--- config.mk ---
export PLATFORM = sky130hd
export DESIGN_NAME = slid_cell
export DESIGN_NICKNAME = d
export VERILOG_FILES = /design/src/hw/rtl/slid_pkg.sv /design/src/hw/rtl/slid_cell.sv
export SDC_FILE = /design/constraint.sdc
export NUM_CORES = 1
export LEC_CHECK = 0
export BUFFER_PORTS_ARGS = -buffer_cell sky130_fd_sc_hd__buf_2
export CAP_MARGIN = 40
export CELL_PAD_IN_SITES_DETAIL_PLACEMENT = 0
export CELL_PAD_IN_SITES_GLOBAL_PLACEMENT = 1
export CORE_UTILIZATION = 29
export DETAILED_ROUTE_END_ITERATION = 6
export PLACE_DENSITY_LB_ADDON = 0.1
export SYNTH_ARGS = -nofsm -noshare
export SYNTH_HDL_FRONTEND = slang
export SYNTH_SLANG_ARGS = --single-unit
--- constraint.sdc ---
create_clock -name clock -period 2.19 [get_ports clock]
set_clock_uncertainty 0.1 [all_clocks]
set_input_delay 0.219 -clock clock [delete_from_list [all_inputs] [get_ports clock]]
set_output_delay 0.219 -clock clock [all_outputs]
set_load 0.02 [all_outputs]
--- src/hw/rtl/slid_pkg.sv ---
`timescale 1ns / 1ps
// ----------------------------------------------------------------------------
// Sorted list package
// Types and constants shared by the sorted insert/delete store.
// ----------------------------------------------------------------------------
package slid_pkg;

   localparam int VALUE_W  = 32;
   localparam int STATUS_W = 2;
   localparam int FIELD_W  = 7;

   // Request type encoding on req_type.
   localparam logic OP_INSERT = 1'b0;
   localparam logic OP_DELETE = 1'b1;

   typedef enum logic [STATUS_W-1:0] {
      ST_INSERTED  = 2'd0,
      ST_DELETED   = 2'd1,
      ST_NOT_FOUND = 2'd2,
      ST_FULL      = 2'd3
   } slid_status_type;

   typedef enum logic [1:0] {
      S_IDLE,
      S_COMPARE,
      S_APPLY
   } slid_state_type;

   // Shift command broadcast to every cell.
   typedef struct packed {
      logic ins;
      logic del;
   } slid_shift_type;

endpackage

--- src/hw/rtl/slid_cell.sv ---
`timescale 1ns / 1ps
// ----------------------------------------------------------------------------
// Sorted list cell
// Holds one entry, compares it to the broadcast value and shifts with its
// neighbors on insert or delete.
// ----------------------------------------------------------------------------
module slid_cell import slid_pkg::*; #(
   parameter int IDX     = 0,
   parameter int COUNT_W = 7
) (
   input  logic                      clock,
   input  logic                      cmp_en,
   input  slid_shift_type            shift,
   input  logic signed [VALUE_W-1:0] value,
   input  logic [COUNT_W-1:0]        count,
   input  logic                      less_left,
   input  logic signed [VALUE_W-1:0] entry_left,
   input  logic signed [VALUE_W-1:0] entry_right,
   output logic signed [VALUE_W-1:0] entry,
   output logic                      less,
   output logic                      boundary,
   output logic                      hit
);

   logic signed [VALUE_W-1:0] entry_ff, entry_in;
   logic                      less_ff, less_in;
   logic                      eq_ff, eq_in;
   logic                      occupied;

   assign occupied = (COUNT_W'(IDX) < count);

   // The first cell whose entry is not below the value marks the position.
   assign boundary = !less_ff && less_left;
   assign hit      = boundary && eq_ff;

   always_comb begin
      less_in  = less_ff;
      eq_in    = eq_ff;
      entry_in = entry_ff;
      if (cmp_en) begin
         less_in = occupied && (entry_ff < value);
         eq_in   = occupied && (entry_ff == value);
      end
      if (shift.ins && !less_ff) begin
         entry_in = boundary ? value : entry_left;
      end else if (shift.del && !less_ff) begin
         entry_in = entry_right;
      end
   end

   always_ff @(posedge clock) begin
      entry_ff <= entry_in;
      less_ff  <= less_in;
      eq_ff    <= eq_in;
   end

   assign entry = entry_ff;
   assign less  = less_ff;

endmodule
# Word-level counts from Yosys, hierarchy flattened
# Index checks and enable logic that the tools add are counted.
[totals]
ff_bits = 34
in_bits = 108
out_inout_bits = 35
word_cells = 17
[classes]
order_cmp = 2
eq_ne = 1
n_mux = 3
reduce_logical = 8
[ops]
columns = ["operator", "n"]
rows = [
  ["2-to-1 mux 32 bit", 3],
  ["equality test 32 bit", 1],
  ["< comparator 32 bit", 1],
  ["< comparator 1 x 7 -> 1 bit (first input constant)", 1],
  ["logical AND 1 bit", 6],
  ["nonzero test 2 bit", 1],
  ["logical NOT 1 bit", 1],
]

# Logic depth before layout (Yosys ltp)
# Gate-level depths: netlist of run 1.
[depth]
depth_word = 4
depth_mapped = 7

# Worst setup path before layout of run 1
# OpenSTA, ideal clock, no wires.
[synth_timing]
kind = "register -> register"
from = "register less_ff, in the netlist less"
to = "register entry_ff[0], in the netlist entry[0] (enable)"
setup_time_ns = 0.422
t_arrival_ns = 1.915
path_slack_ns = -0.247
path_stages_with_launch = 2
path_buffers = 0
synth_period_minus_slack_ns = 2.437
cell_sequence = "edfxtp_1 > nor2_1"
[synth_between]
elab_chain_len = 3
[synth_rtl]
columns = ["item", "line_no", "text"]
rows = [
  ["from (decl)", "slid_cell.sv:26", "logic less_ff, less_in;"],
  ["from (signal assigned)", "slid_cell.sv:53", "less_ff <= less_in;"],
  ["logical NOT 1 bit *", "slid_cell.sv:44, slid_cell.sv:46", ""],
  ["logical AND 1 bit (on tied branches)", "slid_cell.sv:44, slid_cell.sv:46", ""],
  ["nonzero test 2 bit (no source line) *", "-", ""],
  ["to (signal assigned)", "slid_cell.sv:52", "entry_ff <= entry_in;"],
  ["to (decl)", "slid_cell.sv:25", "logic signed [VALUE_W-1:0] entry_ff, entry_in;"],
]
# Mark *: on every way between the ends. The rest lies on a longest branch, timed or not.
# A chain may end at the register's enable or synchronous reset.

# Final worst setup path of run 1
[layout_timing]
from = "register entry_ff[27], in the netlist entry[27]"
to = "register less_ff, in the netlist less, data pin"
[layout_between]
elab_chain_len = 2
[layout_rtl]
columns = ["item", "line_no", "text"]
rows = [
  ["< comparator 32 bit", "slid_cell.sv:41", "less_in = occupied && (entry_ff < value);"],
  ["logical AND 1 bit", "slid_cell.sv:41", ""],
]
# Every way passes these cells.

==> metrics.md, run 1 <==
| Metric | Value |
|---|---|
| Critical-path maximum fanout | 3 |
| Relative slew slack | 68.5% |
| Htree depth | 2 |
| Fin crit share | 93.5% |
| Worst skew pair latency | 0.28 ns |
| Final slew viol count | 0 |
| Most frequent cells in the layout | buf_2 (142), nand2_1 (41), o21ai_0 (36) |
| Status | finished, final reports clean |
| Post_cts resized | 0 |
| Diodes inserted | 0 |
| Pwr Density | 589 mW/mm^2 |
| Crit path time final | 2.05 ns |
| Fin. Hold Viols | 0 |
| Arrival @ worst endpoint | 1.97 ns |
| DRT iter0 DRCs | 39 |
| Critical Path End Type | flop |
| Hold wc startpoint | cmp_en |
| Syn Nets | 404 |
| Worst-margin pin slew | 0.472 ns |
| Max rail drop VDD | 0.235 mV |
| Post-synth cell types | 29 |
| Min-Delay Endpoint | less |
| Layout cells sized above 1 | 38.1% |
| Commonest non-fill, non-tap cell in the layout | buf_2 |
| Tightest Hold Check Type | in -> reg |
| DP HPWL | 5240 microns |
| Largest net degree at the start of global routing | 45 |
| Via density | 4.56 |
| CTS Buffer Depth | 2 |
| Chip Height | 95.4 microns |
| Final setup fails | 0 |
| I/O pin cnt | 143 |
| Drt first pass iters | 4 |
| Lkg Pwr | 1.84 nW |
| Post-layout net count | 547 |
| Hold Path Cell Cnt | 1 |
| Initial Util | 30.3% |
| Synth Register Bits | 34 |
| Die width | 95.4 microns |
| TritonCTS clock tree | yes |
| Vias | 2333 |
| Worst Path Required | 2.11 ns |
| Max-Cap Viols | 0 |
| Total gr overflow | 0 |
| Reg2reg end | less |
| IO buf count | 142 |
| Total routed wirelength | 6540 microns |
| Mean post-synth cell area | 9.59 sq um |
| Sum of negative setup slack | 0 ns |
| WHS | 0.0575 ns |
| Vias in the first global route | 2247 |
| Tot GR Track Use | 14.5% |
| Reg clk slew, reported paths | 0.07 ns |
| GP Congestion | 0.684 |
| Antenna violations before repair | 0 |
| Number of remaining DRC errors | 0 |
| Critical Path Start Type | flop |
| Area delta synth->final | 38.4% |
| Core area | 0.00834 sq mm |
| Util after Layout | 42.0% |
| R2r startpoint | entry[27] |
| R2r worst-path depth | 7 |
| Num rows | 33 |
| CTS buffer count | 5 |
| Routed Antenna Nets | 0 |
| RSZ-0062 raised after global routing | false |
| Mapped Cells | 264 |
| Cell Area, Synth | 0.00253 sq mm |
| First-pass GRT wire length | 10100 microns |
| Routed WL per cell | 12.8 microns |
| Cts hold-fix bufs | 0 |
| Setup bufs post-CTS | 0 |
| Clock Sinks | 34 |
| Die ar. | 0.00911 sq mm |
| Root buffer cell | clkbuf_8 |
| CP Class | reg -> reg |
| FMAX | 0.488 GHz |
| Yosys warning count | 0 |
| R2R setup slack | 0.14 ns |
| Post-synthesis sequential area ratio | 40.3% |
[stage by stage]
stage,setup slack (ns),total power [mW],instances,instance area [sq um]
finish,0.143,2.06,512,3500
global route,0.0139,2.23,512,3500
CTS,0.127,2.11,512,3500
detailed placement,0.143,1.66,505,3430
global placement,0.150,1.65,505,3430
floorplan,0.158,1.34,264,2530
[flip-flops by register name, summed over array words and instances, names as in the netlist]
signal and cells:
eq_ff 1, entry 32, less 1
[final cells by class]
class	count	area [sq um]
clock buffer	7	76.3
fill	894	4840
inverter	32	120
multi-input combinational	187	1360
sequential	34	1020
tap	105	131
timing repair buffer	147	798
[worst max-delay path by stage]
| stage | cells after the start | slack [ns] | from | endpoint |
|---|---|---|---|---|
| 2_1_floorplan | 6 | 0.16 | entry[15] | less |
| 3_3_place_gp | 7 | 0.15 | entry[27] | less |
| 3_5_place_dp | 7 | 0.14 | entry[27] | less |
| 4_1_cts | 7 | 0.13 | entry[27] | less |
| 5_1_grt | 6 | 0.01 | entry[15] | less |
| 6_report | 7 | 0.14 | entry[27] | less |
[cell families (layout without fill, tap and decap cells)]
family / Yosys count / after routing / share of synthesized area (%)
and+or+nand+nor: 64 / 64 / 11.7
AOI/OAI and AO/OA: 58 / 58 / 12.6
buffers and inverters: 43 / 186 / 6.53
DFF: 34 / 34 / 40.3
muxes: 33 / 33 / 13.1
adders and majority gates: 32 / 32 / 15.8
[cell usage after synthesis, drive strengths merged]
cell	number	share of area (%)
and4	3	1.0
o31ai	1	0.30
a31oi	1	0.25
buf	3	0.59
ha	32	16
nand2	41	6.1
and4b	1	0.40
a21oi	11	2.2
edfxtp	34	40
clkbuf	8	1.2
a211o	1	0.35
o21ai	37	7.3
nand4	5	1.2
inv	32	4.7
o211ai	1	0.30
o21a	1	0.30
a21o	2	0.64
nor4	2	0.49
a2111oi	1	0.35
and2	2	0.49
a211oi	1	0.30
nor3	1	0.20
nor2b	2	0.49
nor2	5	0.74
nand2b	2	0.49
mux2i	33	13
o32ai	1	0.35
[worst max-delay path, stage by stage, from the launching register on]
cell      delay, ns
edfxtp_1       0.40
ha_1           0.33
and4_1         0.23
nand2_1        0.06
nor4_1         0.28
buf_4          0.17
o32ai_1        0.08
mux2i_1        0.13
[where the power goes]
part           total [mW]  switching, mW  leakage, nW  internal [mW]
registers           0.889         0.0475        0.333          0.842
logic               0.736          0.423         1.47          0.313
clock network       0.439          0.219       0.0383          0.219
[per-layer routing]
metal  part of all wire [%]  global-route usage, %  vias up
met5                      0                      0        -
met4                   0.46                   3.36        0
met3                    7.6                   3.99        2
met2                     47                   24.5       82
met1                     45                   18.3     1023
li1                       -                      -     1226
Power figures use the tool's default switching activity.
==> run 2, diff against run 1 <==
--- a/config.mk
+++ b/config.mk
@@ -5,11 +5,11 @@
 export SDC_FILE = /design/constraint.sdc
 export NUM_CORES = 1
 export LEC_CHECK = 0
-export BUFFER_PORTS_ARGS = -buffer_cell sky130_fd_sc_hd__buf_2
+export BUFFER_PORTS_ARGS = -buffer_cell sky130_fd_sc_hd__buf_4
 export CAP_MARGIN = 40
 export CELL_PAD_IN_SITES_DETAIL_PLACEMENT = 0
 export CELL_PAD_IN_SITES_GLOBAL_PLACEMENT = 1
-export CORE_UTILIZATION = 29
+export CORE_UTILIZATION = 31
 export DETAILED_ROUTE_END_ITERATION = 6
 export PLACE_DENSITY_LB_ADDON = 0.1
 export SYNTH_ARGS = -nofsm -noshare
==> constraint.sdc (replaced) <==
create_clock -name clock -period 2.2 [get_ports clock]
set_clock_uncertainty 0.1 [all_clocks]
set_input_delay 0.22 -clock clock [delete_from_list [all_inputs] [get_ports clock]]
set_output_delay 0.22 -clock clock [all_outputs]
set_load 0.02 [all_outputs]
==> run 2 against run 1 <==
Against the previous run: worst setup slack gained 0.023 ns; critical endpoint unchanged; combinational power increased by 14%; critical path depth decreased by 1; clock power up 4%; count of clock-buffer cells in the layout is 1 lower; die area shrank 6.3%; routed wire length up 1.2%; register-to-register slack better by 0.02 ns; sequential cell count is the same; highest routed layer unchanged.
==> metrics.md, run 2 (synthesized netlist as in run 1, its figures left out) <==
| Metric | Value |
|---|---|
| R2r startpoint | entry[1] |
| Setup bufs post-CTS | 0 (unchanged) |
| Core area | 0.00781 sq mm (-6.4%) |
| Fin crit share | 92.5% (-1.0 points) |
| Power Total | 2.18 mW (+5.8%) |
| Worst Path Required | 2.13 ns (+0.02 ns) |
| Total gr overflow | 0 (unchanged) |
| Tightest Hold Check Type | in -> reg |
| Reg2reg end | less |
| Crit path time final | 2.03 ns (-0.0132 ns) |
| Max reg flops | 32 (unchanged) |
| Die ar. | 0.00853 sq mm (-6.3%) |
| R2R setup slack | 0.17 ns (+0.02 ns) |
| Diodes inserted | 0 (unchanged) |
| Antenna violations before repair | 0 (unchanged) |
| Worst skew pair latency | 0.29 ns (about the same) |
| Pwr Density | 567 mW/mm^2 (-3.8%) |
| Via density | 4.56 (about the same) |
| Final setup fails | 0 (unchanged) |
| Arrival @ worst endpoint | 1.96 ns (about the same) |
| Critical Path End Type | flop |
| R2r worst-path depth | 6 (-1) |
| Reg clk slew, reported paths | 0.08 ns (about the same) |
| Total routed wirelength | 6610 microns (+1.2%) |
| Max rail drop VDD | 0.244 mV (+3.6%) |
| I/O pin cnt | 143 (unchanged) |
| First-pass GRT wire length | 10500 microns (+3.9%) |
| Initial Util | 32.4% (+2.1 points) |
| Clock Sinks | 34 (unchanged) |
| Crit path largest cell delay | 0.45 ns (+0.05 ns) |
| Worst Setup SP | entry[1] |
| Htree depth | 2 (unchanged) |
| Worst-margin pin slew | 0.447 ns (-0.0252 ns) |
| Critical Path Start Type | flop |
| Critical Path End | less |
| Tot GR Track Use | 16.0% (+1.5 points) |
| Most frequent cells in the layout | buf_4 (143), nand2_1 (41), o21ai_0 (36) |
| Num rows | 32 (-3.0%) |
| Max-Cap Viols | 0 (unchanged) |
| RSZ-0062 raised after global routing | false |
| FMAX | 0.492 GHz (+0.65%) |
| Root buffer cell | clkbuf_8 |
| Setup Slack @ Placement | 0.111 ns (-0.0314 ns) |
| TritonCTS clock tree | yes |
| IO buf count | 142 (unchanged) |
| GP Congestion | 0.758 (+11%) |
| Commonest non-fill, non-tap cell in the layout | buf_4 |
| Status | finished, final reports clean |
| Routed Antenna Nets | 0 (unchanged) |
| Slowest cell on crit path | a2111oi_1 |
| Cell-by-cell trace of the critical path | ha_1, nor2b_1, o211ai_1, a2111oi_1, o32ai_2, mux2i_1 |
| Worst setup margin | 0.166 ns (+0.0232 ns) |
| Routed WL per cell | 13.0 microns (+1.8%) |
| CTS buffer count | 5 (unchanged) |
| CP Class | reg -> reg |
| CTS Buffer Depth | 2 (unchanged) |
| Layout cells sized above 1 | 38.6% (+0.49 points) |
| Drt first pass iters | 4 (unchanged) |
| Final slew viol count | 0 (unchanged) |
| Lkg Pwr | 1.96 nW (+6.3%) |
| Largest net degree at the start of global routing | 45 (unchanged) |
| Relative slew slack | 70.1% (+1.6 points) |
| Area delta synth->final | 52.2% |
| Critical-path maximum fanout | 2 (-1) |
| Fin. Hold Viols | 0 (unchanged) |
| Vias | 2320 (-0.56%) |
| Chip Height | 92.4 microns (-3.2%) |
| Post-layout net count | 546 (-0.18%) |
| Vias in the first global route | 2210 (-1.6%) |
| Die width | 92.4 microns (-3.2%) |
| WHS | 0.0380 ns (-0.0196 ns) |
| Number of remaining DRC errors | 0 (unchanged) |
| DRT iter0 DRCs | 76 (+95%) |
| Sum of negative setup slack | 0 ns (unchanged) |
| DP HPWL | 5270 microns (+0.47%) |
==> run 2: how the worst min path moves through the flow <==
| stage | startpoint | end | cells past startpoint |
|---|---|---|---|
| 3_3_place_gp | cmp_en | eq_ff | 1 |
| 6_report | cmp_en | eq_ff | 1 |
| 4_1_cts | cmp_en | eq_ff | 1 |
| 5_1_grt | cmp_en | eq_ff | 1 |
| 2_1_floorplan | cmp_en | eq_ff | 0 |
| 3_5_place_dp | cmp_en | less | 1 |
==> run 2: worst max-delay path: cells and delay by family (launching register included) <==
family	cells	cell delay [ns]
AO/OA/AOI/OAI	3	0.68
multiplexers	1	0.14
flip-flops	1	0.41
adder cells (fa/ha/maj)	1	0.31
AND/OR/NAND/NOR	1	0.13
==> run 2: final cells by class <==
class | count | area, sq um
Multi-Input combinational cell | 187 | 1370
Clock inverter | 2 | 8.76
Sequential cell | 34 | 1020
Clock buffer | 6 | 72.6
Timing Repair Buffer | 146 | 1130
Inverter | 32 | 120
Fill cell | 781 | 3950
Tap cell | 102 | 128
==> run 2: timing repair <==
item,4_1_cts,5_1_grt
resized for setup,0,3
endpoints found under the setup margin,0,1
hold buffers,0,0
==> run 2: layer usage <==
layer	global-route usage [%]	routed length, microns
met5	0	0
met4	5.34	99
met3	4.76	484
met2	26.2	3050
met1	19.9	2980
==> run 2: report_power, final <==
group	switching, mW	internal, mW	total (mW)
Clock	0.238	0.218	0.456
Combinational	0.429	0.411	0.840
Sequential	0.0506	0.838	0.888
Total	0.717	1.47	2.18
==> run 2: per-stage QoR <==
| step | utilization (%) | area, sq um | std cells |
|---|---|---|---|
| 3_5_place_dp | 48.1 | 3760 | 501 |
| 6_report | 49.4 | 3850 | 509 |
| 2_1_floorplan | - | 2530 | 264 |
| 5_1_grt | 49.4 | 3850 | 509 |
| 4_1_cts | 49.2 | 3840 | 509 |
| 3_3_place_gp | 48.1 | 3760 | 501 |
==> run 3, diff against run 2 <==
--- a/config.mk
+++ b/config.mk
@@ -5,8 +5,8 @@
 export SDC_FILE = /design/constraint.sdc
 export NUM_CORES = 1
 export LEC_CHECK = 0
+export ABC_AREA = 1
 export BUFFER_PORTS_ARGS = -buffer_cell sky130_fd_sc_hd__buf_4
-export CAP_MARGIN = 40
 export CELL_PAD_IN_SITES_DETAIL_PLACEMENT = 0
 export CELL_PAD_IN_SITES_GLOBAL_PLACEMENT = 1
 export CORE_UTILIZATION = 31
==> run 3 against run 2 <==
Against the previous run: sequential cell count did not move; count of clock-buffer cells in the layout rose by 1; clock power fell by 1%; cell count rose by 15%; non-clock buffer count rose by 6; die area rose by 5.7%; sequential share of layout area fell by 0.78 points; combinational power rose by 11%; largest power group is now combinational cells.
==> metrics.md, run 3 <==
| Metric | Value |
|---|---|
| FMAX | 0.552 GHz (+12%) |
| Status | finished, final reports clean |
| Worst-margin pin slew | 0.366 ns (-0.0813 ns) |
| CTS buffer count | 5 (unchanged) |
| Buf+Inv Stages, Crit Path | 0 (unchanged) |
| Tot GR Track Use | 18.9% (+2.9 points) |
| Critical-path maximum fanout | 2 (unchanged) |
| Post-layout net count | 618 (+13%) |
| Htree depth | 2 (unchanged) |
| Post-synth cell types | 25 (-14%) |
| Routed Antenna Nets | 0 (unchanged) |
| Drt first pass iters | 4 (unchanged) |
| Final setup fails | 0 (unchanged) |
| Clock Sinks | 34 (unchanged) |
| Commonest non-fill, non-tap cell in the layout | buf_4 |
| Via density | 4.77 (+4.7%) |
| Commonest cells in the netlist | o21ai_0 (68), nor2_1 (42), inv_1 (41), edfxtp_1 (34), nand2_1 (34) |
| Cell Area, Synth | 0.00268 sq mm (+5.8%) |
| Final slew viol count | 0 (unchanged) |
| Critical Path End Type | flop |
| Chip Height | 95.0 microns (+2.8%) |
| Cells after DPL | 576 (+15%) |
| DRT iter0 DRCs | 76 (unchanged) |
| First-pass GRT wire length | 13100 microns (+25%) |
| Yosys warning count | 0 (unchanged) |
| Mean post-synth cell area | 8.00 sq um (-17%) |
| GP Congestion | 0.729 (-3.8%) |
| Crit path largest cell delay | 0.40 ns (-0.05 ns) |
| Sum of negative setup slack | 0 ns (unchanged) |
| Largest cells by area after synthesis | edfxtp_1 (38%), ha_1 (15%), o21ai_0 (13%) |
| Most frequent cells in the layout | buf_4 (151), o21ai_0 (68), inv_1 (41), nor2_1 (41) |
| Arrival @ worst endpoint | 1.75 ns (-0.21 ns) |
| Layout cells sized above 1 | 36.2% (-2.4 points) |
| Num rows | 33 (+3.1%) |
| RSZ-0062 raised after global routing | false |
| Crit path time final | 1.81 ns (-0.223 ns) |
| Mapped Cells | 335 (+27%) |
| Relative slew slack | 75.4% (+5.3 points) |
| Cell-by-cell trace of the critical path | ha_1, nand2_1, nor2_1, nand2_1, nand2_1, nand2_1, nand2_1, nand2_1, a21oi_1, nor2_1 |
| Fin crit share | 82.3% (-10 points) |
| Total gr overflow | 0 (unchanged) |
| Ys async rst share | 0% (unchanged) |
| CTS Buffer Depth | 2 (unchanged) |
| Largest net degree at the start of global routing | 33 (-27%) |
| Top FF cell, synth | edfxtp_1 |
| CP Class | reg -> reg |
| Design Area, Final | 0.00397 sq mm (+3.1%) |
| Fin. Hold Viols | 0 (unchanged) |
| Share of the synthesized area in the top cell type | 38.1% (-2.2 points) |
| Root buffer cell | clkbuf_8 |
| Critical Path Start Type | flop |
| Max reg flops | 32 (unchanged) |
| Vias | 2781 (+20%) |
| Pwr Density | 574 mW/mm^2 (+1.2%) |
| IO buf count | 142 (unchanged) |
| Max-Cap Viols | 0 (unchanged) |
| Worst skew pair latency | 0.28 ns (about the same) |
| Count leader, synth | o21ai_0 |
| Number of remaining DRC errors | 0 (unchanged) |
| Post_cts resized | 0 (unchanged) |
| Synth Register Bits | 34 (unchanged) |
| Area delta synth->final | 48.2% |
| Initial Util | 32.3% (-0.14 points) |
| Routed WL per cell | 14.1 microns (+8.6%) |
| Power Total | 2.28 mW (+4.3%) |
| I/O pin cnt | 143 (unchanged) |
| Syn Nets | 475 (+18%) |
| Worst Path Required | 2.14 ns (about the same) |
| Diodes inserted | 0 (unchanged) |
| Crit path max-delay family | simple AND/OR/NAND/NOR gates |
| Setup bufs post-CTS | 0 (unchanged) |
| TritonCTS clock tree | yes |
| Die width | 95.0 microns (+2.8%) |
| Post-synthesis sequential area ratio | 38.1% (-2.2 points) |
| DP HPWL | 6370 microns (+21%) |
| Tightest Hold Check Type | in -> reg |
| Total routed wirelength | 8230 microns (+24%) |
| Post-synth EDFFs | 34 (unchanged) |
| Post-synth top area cell | edfxtp_1 |
| Cell repeated most along the worst path | nand2_1 |
| Slowest cell on crit path | edfxtp_1 |
| Vias in the first global route | 2780 (+26%) |
| Reg clk slew, reported paths | 0.07 ns (about the same) |
| Cts hold-fix bufs | 0 (unchanged) |
| Max rail drop VDD | 0.230 mV (-5.8%) |
| Die ar. | 0.00902 sq mm (+5.7%) |
| Antenna violations before repair | 0 (unchanged) |
| Non-Filler Instances | 583 (+15%) |
| Lkg Pwr | 1.90 nW (-2.9%) |
| Core area | 0.00830 sq mm (+6.3%) |
| Placed Area | 0.00389 sq mm (+3.7%) |
==> run 3: changes by cell type in the layout (fill, tap and decap cells not counted), moves of 7 or more <==
| cell | before | now |
|---|---|---|
| buf_4 | 143 | 151 |
| inv_1 | 32 | 41 |
| mux2i_1 | 33 | 0 |
| nand2_1 | 41 | 34 |
| nor2_1 | 4 | 41 |
| o21ai_0 | 36 | 68 |
| o21ai_1 | 1 | 30 |
==> run 3: metal layers <==
layer	GRT usage [%]	part of all wire (%)	wire length, microns	vias up
li1	-	-	-	1426
met1	22.9	42	3490	1253
met2	33.8	49	4040	98
met3	4.51	7.8	640	4
met4	3.79	0.63	52	0
met5	0	0	0	-
==> run 3: final timing paths <==
check / start / to / slack (ns) / depth (start not counted)
min: cmp_en / less / 0.05 / 1
min reg2reg: less / entry[29] / 0.82 / 3
max: entry[7] / less / 0.39 / 10
max reg2reg: entry[7] / less / 0.39 / 10
==> run 3: report_power, final <==
part | leakage (nW) | total [mW] | internal (mW) | switching [mW]
Clock | 0.0383 | 0.450 | 0.218 | 0.232
Sequential | 0.328 | 0.891 | 0.837 | 0.0540
Combinational | 1.54 | 0.936 | 0.421 | 0.515
Total | 1.90 | 2.28 | 1.48 | 0.801
==> run 3: stage by stage <==
step                util, %  setup WS, ns  hold WS (ns)
detailed placement     46.9         0.389         0.340
floorplan                 -         0.276         0.232
finish                 47.9         0.389        0.0470
global route           47.9         0.191        0.0413
global placement       46.9         0.396         0.334
CTS                    47.9         0.372        0.0354
==> run 3: cells by family after synthesis <==
group / after synthesis / synth area share [%]
AOI/OAI and AO/OA: 116 / 22.1
and+or+nand+nor: 93 / 15.8
buffers and inverters: 60 / 9.01
DFF: 34 / 38.1
adders and majority gates: 32 / 14.9
==> run 3: area by class of cell <==
cell class                      count  area, sq um
Clock buffer                        7         76.3
Fill cell                         883         4330
Timing Repair Buffer              152         1150
Multi-Input combinational cell    241         1420
Sequential cell                    34         1020
Tap cell                          105          131
Inverter                           44          165
